File: config.mk
export PLATFORM = sky130hd
export DESIGN_NAME = rmj_queue
export DESIGN_NICKNAME = d
export VERILOG_FILES = /design/src/rtl/rmj_pkg.sv /design/src/rtl/rmj_queue.sv
export SDC_FILE = /design/constraint.sdc
export NUM_CORES = 2
export LEC_CHECK = 0
export BUFFER_PORTS_ARGS = -buffer_cell sky130_fd_sc_hd__buf_2
export CORE_AREA = 2 2 662 664
export CTS_BUF_LIST = sky130_fd_sc_hd__clkbuf_8 sky130_fd_sc_hd__clkbuf_16
export DETAILED_ROUTE_END_ITERATION = 10
export DIE_AREA = 0 0 664 666
export GPL_ROUTABILITY_DRIVEN = 0
export SLEW_MARGIN = 10
export SYNTH_ARGS = -nofsm -noshare
export SYNTH_HDL_FRONTEND = slang
export SYNTH_SLANG_ARGS = --single-unit
File: constraint.sdc
create_clock -name clock -period 43 [get_ports clock]
set_clock_uncertainty 0.1 [all_clocks]
set_input_delay 8.6 -clock clock [delete_from_list [all_inputs] [get_ports clock]]
set_output_delay 8.6 -clock clock [all_outputs]
set_load 0.01 [all_outputs]
File: src/rtl/rmj_pkg.sv
// ----------------------------------------------------------------------------
// rmj_pkg
// Shared widths, latencies, queue entry type and output packing for the
// radar measurement Jacobian block.
// ----------------------------------------------------------------------------
package rmj_pkg;

   localparam int DATA_W    = 32;
   localparam int WIDE_W    = 64;
   localparam int BIG_W     = 192;
   localparam int DIV_N_W   = 224;
   localparam int DIV_Q_W   = 64;
   localparam int DIV_STEPS = 64;
   localparam int DIV_LAT   = DIV_STEPS + 1;
   localparam int SQ_STEPS  = 32;
   localparam int BACK_LAT  = DIV_LAT + SQ_STEPS;
   localparam int FRONT_LAT = 6;
   localparam int Q_DEPTH   = 4;
   localparam int Q_PTR_W   = $clog2(Q_DEPTH);
   localparam int Q_CNT_W   = $clog2(Q_DEPTH + 1);
   localparam int N_ENTRY   = 6;

   // entry positions in the sign vector
   localparam int E_RANGE_X   = 0;
   localparam int E_RANGE_Y   = 1;
   localparam int E_BEARING_X = 2;
   localparam int E_BEARING_Y = 3;
   localparam int E_RATE_X    = 4;
   localparam int E_RATE_Y    = 5;

   typedef struct packed {
      logic [WIDE_W-1:0]  sq_x;
      logic [WIDE_W-1:0]  sq_y;
      logic [DATA_W-1:0]  apx;
      logic [DATA_W-1:0]  apy;
      logic [WIDE_W-1:0]  s;
      logic [BIG_W-1:0]   s3;
      logic [BIG_W-1:0]   qx;
      logic [BIG_W-1:0]   qy;
      logic [N_ENTRY-1:0] neg;
      logic               zero;
   } job_type;

   typedef struct packed {
      logic [N_ENTRY-1:0] neg;
      logic               zero;
   } side_type;

   // sign and magnitude to saturated two's complement
   function automatic logic [DATA_W-1:0] pack_sat(input logic neg,
                                                  input logic [DATA_W-1:0] mag);
      logic [DATA_W-1:0] r;
      if (neg) begin
         r = mag[DATA_W-1] ? {1'b1, {(DATA_W-1){1'b0}}} : (~mag + 1'b1);
      end else begin
         r = mag[DATA_W-1] ? {1'b0, {(DATA_W-1){1'b1}}} : mag;
      end
      return r;
   endfunction

   function automatic logic [DATA_W-1:0] cap_mag(input logic [DIV_Q_W-1:0] q);
      logic [DATA_W-1:0] r;
      r = (q[DIV_Q_W-1:DATA_W] != '0) ? {DATA_W{1'b1}} : q[DATA_W-1:0];
      return r;
   endfunction

endpackage

File: src/rtl/rmj_queue.sv
// ----------------------------------------------------------------------------
// rmj_queue
// Short queue between the front end and the divide and root back end.
// ----------------------------------------------------------------------------
module rmj_queue (
   input  logic             clock,
   input  logic             reset,
   input  logic             push,
   input  rmj_pkg::job_type push_job,
   input  logic             pop,
   output rmj_pkg::job_type head_job,
   output logic             empty,
   output logic             full
);

   rmj_pkg::job_type               job_ff [0:rmj_pkg::Q_DEPTH-1];
   logic [rmj_pkg::Q_PTR_W-1:0]    wr_ptr_ff, wr_ptr_in, rd_ptr_ff, rd_ptr_in;
   logic [rmj_pkg::Q_CNT_W-1:0]    cnt_ff, cnt_in;

   always_comb begin
      wr_ptr_in = push ? wr_ptr_ff + 1'b1 : wr_ptr_ff;
      rd_ptr_in = pop  ? rd_ptr_ff + 1'b1 : rd_ptr_ff;
      cnt_in    = cnt_ff + rmj_pkg::Q_CNT_W'(push) - rmj_pkg::Q_CNT_W'(pop);
   end

   always_ff @(posedge clock) begin
      if (reset) begin
         wr_ptr_ff <= '0;
         rd_ptr_ff <= '0;
         cnt_ff    <= '0;
      end else begin
         wr_ptr_ff <= wr_ptr_in;
         rd_ptr_ff <= rd_ptr_in;
         cnt_ff    <= cnt_in;
      end
   end

   always_ff @(posedge clock) begin
      if (push) begin
         job_ff[wr_ptr_ff] <= push_job;
      end
   end

   assign head_job = job_ff[rd_ptr_ff];
   assign empty    = (cnt_ff == '0);
   assign full     = (cnt_ff == rmj_pkg::Q_CNT_W'(rmj_pkg::Q_DEPTH));

endmodule

=== Yosys cells after proc, flatten, opt, wreduce, memory -nomap -nowiden ===
Memories as Yosys holds them, arrays and structs flattened. A register that Yosys moved wholly into a read port is not among the register bits.
Index checks and enable logic that the tools add are counted.

* Reduce and logical (&&, ||, !) cells: 1
* Muxes and demuxes: 4
* Equality and inequality tests: 1
* Add/subtract/negate cells: 4

{| class="wikitable"
|+ Operator list
! cell !! count
|-
| $add A2 B1 Y2 const B || 2
|-
| $mux W2 || 2
|-
| $add A3 B1 Y3 || 1
|-
| $eq A3 B3 Y1 const B || 1
|-
| $logic_not A3 Y1 || 1
|-
| $sub A3 B1 Y3 || 1
|-
| $mux W1 || 2
|}

* Register bits: 7
* Input bits: 843
* Memories kept: 1
* Word-level logic and storage cells: 14
* Output and inout port bits: 841
* RAM bits: 3356

{| class="wikitable"
|+ Memory list
! memory !! words !! width !! rd ports !! clocked after Yosys merged registers in !! write ports !! line !! source
|-
| job_ff || 4 || 839 || 1 || 1 || 1 || rmj_queue.sv:16 || <nowiki>rmj_pkg::job_type job_ff [0:rmj_pkg::Q_DEPTH-1];</nowiki>
|}

=== Longest topological paths before layout ===
* Depth after elaboration: 3
* Mapped depth: 7
* Mapped depth without buffers: 7

=== Least setup slack after synthesis ===
OpenSTA, ideal clock, no wires.

* Path kind: in2reg
* From: in push
* To: mem job_ff[0][0] (netlist bit) (enable)
* Stages on the path: 1
* Required time: 41585 ps
* Setup time: 1315 ps
* Buffers on the path: 0
* Path slack: 14205 ps
* Arrival time: 27380 ps
* Path through: and2_1

* Word-level cells in the longest chain between the ends: 2

{| class="wikitable"
|+ Ends and longest elaborated chain
! element !! line !! source
|-
| start: declaration || rmj_queue.sv:8 || <nowiki>input logic push,</nowiki>
|-
| $mux W1 || rmj_queue.sv:39 || <nowiki>if (push) begin</nowiki>
|-
| $mux W1 (implied by the code) || rmj_queue.sv:40 || <nowiki>job_ff[wr_ptr_ff] <= push_job;</nowiki>
|-
| end: declaration || rmj_queue.sv:16 ||
|}

No other way between the ends.

==> metrics list <==
* Status: completed
* Start point of the worst min-delay path: rd_ptr_ff[1]
* Post-CTS clock slew at the launch and capture registers of the worst setup and hold paths: 0.06 ns
- Setup_tns: 0 ns
- The worst hold path belongs to the class reg2reg.
- In this run the critical register-to-register path is captured at job_ff[1][576].
- Across all layers, the routed design uses 58430 vias.
- Number of cells on the worst hold path: 2
- The root buffer cell chosen for the clock tree is sky130_fd_sc_hd__clkbuf_16.
- Headroom to the max-slew limit: 16.97%
- The placed instances occupy a cell area of 0.1365 mm2.
- The critical path is of the reg2out type.
- Setup fix buffers added after clock tree synthesis: 0
* Detailed-routing iteration count for the pre-antenna-repair pass: 5
- In this run the critical register-to-register path is launched from wr_ptr_ff[0].
- Register bit count reported by yosys: 3365
- Post-synthesis area per instance: 27.49 um2
- For this run, asynchronously set or reset flops after synthesis account for 0%.
* Setup slack after layout: 27.11 ns
- After synthesis, the largest area contributor takes up 82.88% of total cell area.
- The clock passes through at most 4 buffers.
- The initial utilization of the core area, before any placement, comes to 27.89%.
- Max Freq: 62.92 MHz
- Syn Inst Count: 4423
- Wire length of the first global-routing pass: 492000 um
- FF-to-FF path depth: 6
- Hold Fails Final Rpt: 0
* Proportion of layout cells with a drive suffix above 1: 46.66%
- Top-level I/O count: 1684
- Min cycle time layout: 15.89 ns
- Nets in the synthesized netlist: 5273
* Largest cells by area after synthesis: sky130_fd_sc_hd__edfxtp_1 83%, sky130_fd_sc_hd__mux4_2 16%, sky130_fd_sc_hd__buf_6 0.81%, sky130_fd_sc_hd__buf_2 0.34%, sky130_fd_sc_hd__dfxtp_1 0.15%
- Maximum number of pins on one net before global-route repair: 153
- After global routing the overflow that remains totals 0.
- The number of gates resized after CTS was 0.
- CP Data Required Time: 34.30 ns
- Core region area: 0.4360 mm2
- Number of enable flip-flop cells after synthesis: 3356
- At the worst endpoint, the arrival time is 7.19 ns.
- Number of DRC markers after the initial detailed-route iteration: 5866
- Worst reg2reg setup slack: 37.84 ns
- Clock latency on the worst-skew pair, taken at its later pin, is 0.89 ns.
* Cell area power density: 50.54 mW/mm2
- The synthesized design spends more area on one cell type than any other, namely sky130_fd_sc_hd__edfxtp_1.
- For the pin with the worst max-slew slack, the measured transition is 1.245 ns.
* Clock Sink Count: 3365
- Detail-routed via count per cell: 4.667
- Number of global-route vias before repair: 58890
* Count of pins over their slew limit: 0
- Layout Nets: 7210
- Half-perimeter wire length after placement: 259700 um
- Before CTS, the worst setup slack after placement is 27.77 ns.
- Setup repair after global routing missed its margin: no
- Row cnt: 243
* Wire per inst: 29.22 um
- Global routing used 15.88% of the available tracks.
- Remaining antenna violation count after routing: 0
- Critical-path maximum fanout: 62
- Across the run, the number of max-cap violations was 0.
* Max H-tree Level: 5
- During placement, the flow inserted port buffers numbering 1683.
- Dominant register cell in the synthesized netlist: sky130_fd_sc_hd__edfxtp_1
- Total routed wirelength: 365800 um
- TritonCTS built the clock tree.
- The share of the Yosys chip area taken by registers is 83.03%.
* Final period utilization: 36.96%
* Number of different library cells in the post-synthesis netlist: 22
- Die span in y: 666 um
* Startpoint kind of the worst setup timing path: flop
- From synthesis to final layout, the design area changed by 21.74%.
* Number of warnings printed during yosys synthesis: 0
- Area of all placed cells without fillers: 0.1480 mm2
- Die Outline Area: 0.4422 mm2
* Type of destination of the critical path: output pin
* DRC violation count after routing: 0
- Once layout is complete, the utilization of the core stands at 33.95%.
- Width of the die: 664 um
* Post-Syn Area: 0.1216 mm2
- Setup violations remaining at the end of the flow were counted as 0.
- CTS Hold Buffers Added: 0
- Standby leakage power: 48.44 nW
- The initial antenna violation count is 371.
- Worst voltage drop across the vdd grid: 0.03523 mV
- Cts bufs inserted: 351
registers in the layout, summed over array words and instances, names as in the netlist, named ones only:
signal	count
wr_ptr_ff	2
rd_ptr_ff	2
cnt_ff	3
job_ff	3356
power by group:
part           leakage, nW  total, W  internal (W)  switching [W]
Sequential            30.9   0.00381       0.00378      0.0000332
Combinational         11.8  0.000739      0.000287       0.000452
Clock                 5.71   0.00293       0.00167        0.00126
Total                 48.4   0.00748       0.00574        0.00175
worst max-delay path by stage:
stage	end	slack, ns	cells past startpoint
after detailed placement	head_job[611]	27.77	8
after floorplan	job_ff[0][0]	14.21	1
after global placement	head_job[611]	27.83	8
after global routing	head_job[608]	26.46	8
after CTS	head_job[529]	26.78	8
final	head_job[627]	27.11	8
cells in the final DEF, fill, tap and decap left out, types with 2 or more instances in the layout:
cell                            n
sky130_fd_sc_hd__and2_4         4
sky130_fd_sc_hd__buf_12        10
sky130_fd_sc_hd__buf_2       1683
sky130_fd_sc_hd__buf_4         77
sky130_fd_sc_hd__bufinv_16     27
sky130_fd_sc_hd__clkbuf_16    356
sky130_fd_sc_hd__clkbuf_8       2
sky130_fd_sc_hd__clkinv_1      69
sky130_fd_sc_hd__clkinv_16      8
sky130_fd_sc_hd__clkinv_2      46
sky130_fd_sc_hd__clkinv_4       7
sky130_fd_sc_hd__clkinv_8       5
sky130_fd_sc_hd__clkinvlp_4    10
sky130_fd_sc_hd__dfxtp_1        7
sky130_fd_sc_hd__dfxtp_4        2
sky130_fd_sc_hd__diode_2      137
sky130_fd_sc_hd__edfxtp_1    3356
sky130_fd_sc_hd__ha_1           6
sky130_fd_sc_hd__inv_1         80
sky130_fd_sc_hd__inv_16         4
sky130_fd_sc_hd__inv_6          9
sky130_fd_sc_hd__mux4_2       839
sky130_fd_sc_hd__nor2_1         5
sky130_fd_sc_hd__nor2b_1        2
sky130_fd_sc_hd__xnor2_1        2
cells in the mapped netlist, drive strengths merged, types with 2 or more instances:
| library cell | instances |
|---|---|
| buf | 177 |
| xnor2 | 2 |
| nor2 | 5 |
| ha | 6 |
| clkbuf | 9 |
| dfxtp | 9 |
| inv | 6 |
| edfxtp | 3356 |
| and2 | 4 |
| mux4 | 839 |
| nor2b | 2 |
worst max-delay path: stages (launching register included):
cell	delay, ns
sky130_fd_sc_hd__dfxtp_4	0.91
sky130_fd_sc_hd__buf_4	0.86
sky130_fd_sc_hd__buf_4	0.62
sky130_fd_sc_hd__buf_4	0.65
sky130_fd_sc_hd__buf_4	0.75
sky130_fd_sc_hd__buf_4	0.71
sky130_fd_sc_hd__buf_4	0.73
sky130_fd_sc_hd__mux4_2	0.56
sky130_fd_sc_hd__buf_2	0.21
area by class of cell:
type                       count  area [um2]
multi-input combinational    866       19140
antenna                      137       342.8
fill                       40490      288000
inverter                       6       22.52
tap                         5757        7203
sequential                  3365      101000
clock inverter               260        2206
timing repair buffer        1770        9201
clock buffer                 358        8936
cell families after synthesis:
family	synth area share, %
flip-flops	83.03
multiplexers	15.55
buffers and inverters	1.234
AND/OR/NAND/NOR	0.06174
adder cells (fa/ha/maj)	0.07821
XOR/XNOR	0.03396
AO/OA/AOI/OAI	0.01234
per-stage QoR:
| stage | hold WS [ns] | instances | total power (W) |
|---|---|---|---|
| floorplan | 0.3918 | 4423 | 0.004396 |
| global placement | 0.4151 | 11760 | 0.004616 |
| detailed placement | 0.4172 | 11760 | 0.004633 |
| CTS | 0.4357 | 12380 | 0.007564 |
| global route | 0.4661 | 12440 | 0.007714 |
| finish | 0.4348 | 12520 | 0.007481 |
metal layers:
| metal | up-vias | GRT usage [%] | part of all wire (%) |
|---|---|---|---|
| met5 | - | 0 | 0.30 |
| met4 | 174 | 7.733 | 5.4 |
| li1 | 23460 | - | - |
| met3 | 1089 | 7.321 | 12 |
| met2 | 2998 | 25.56 | 48 |
| met1 | 30710 | 17.83 | 35 |
Note: power is estimated with default switching activity, not from simulation.
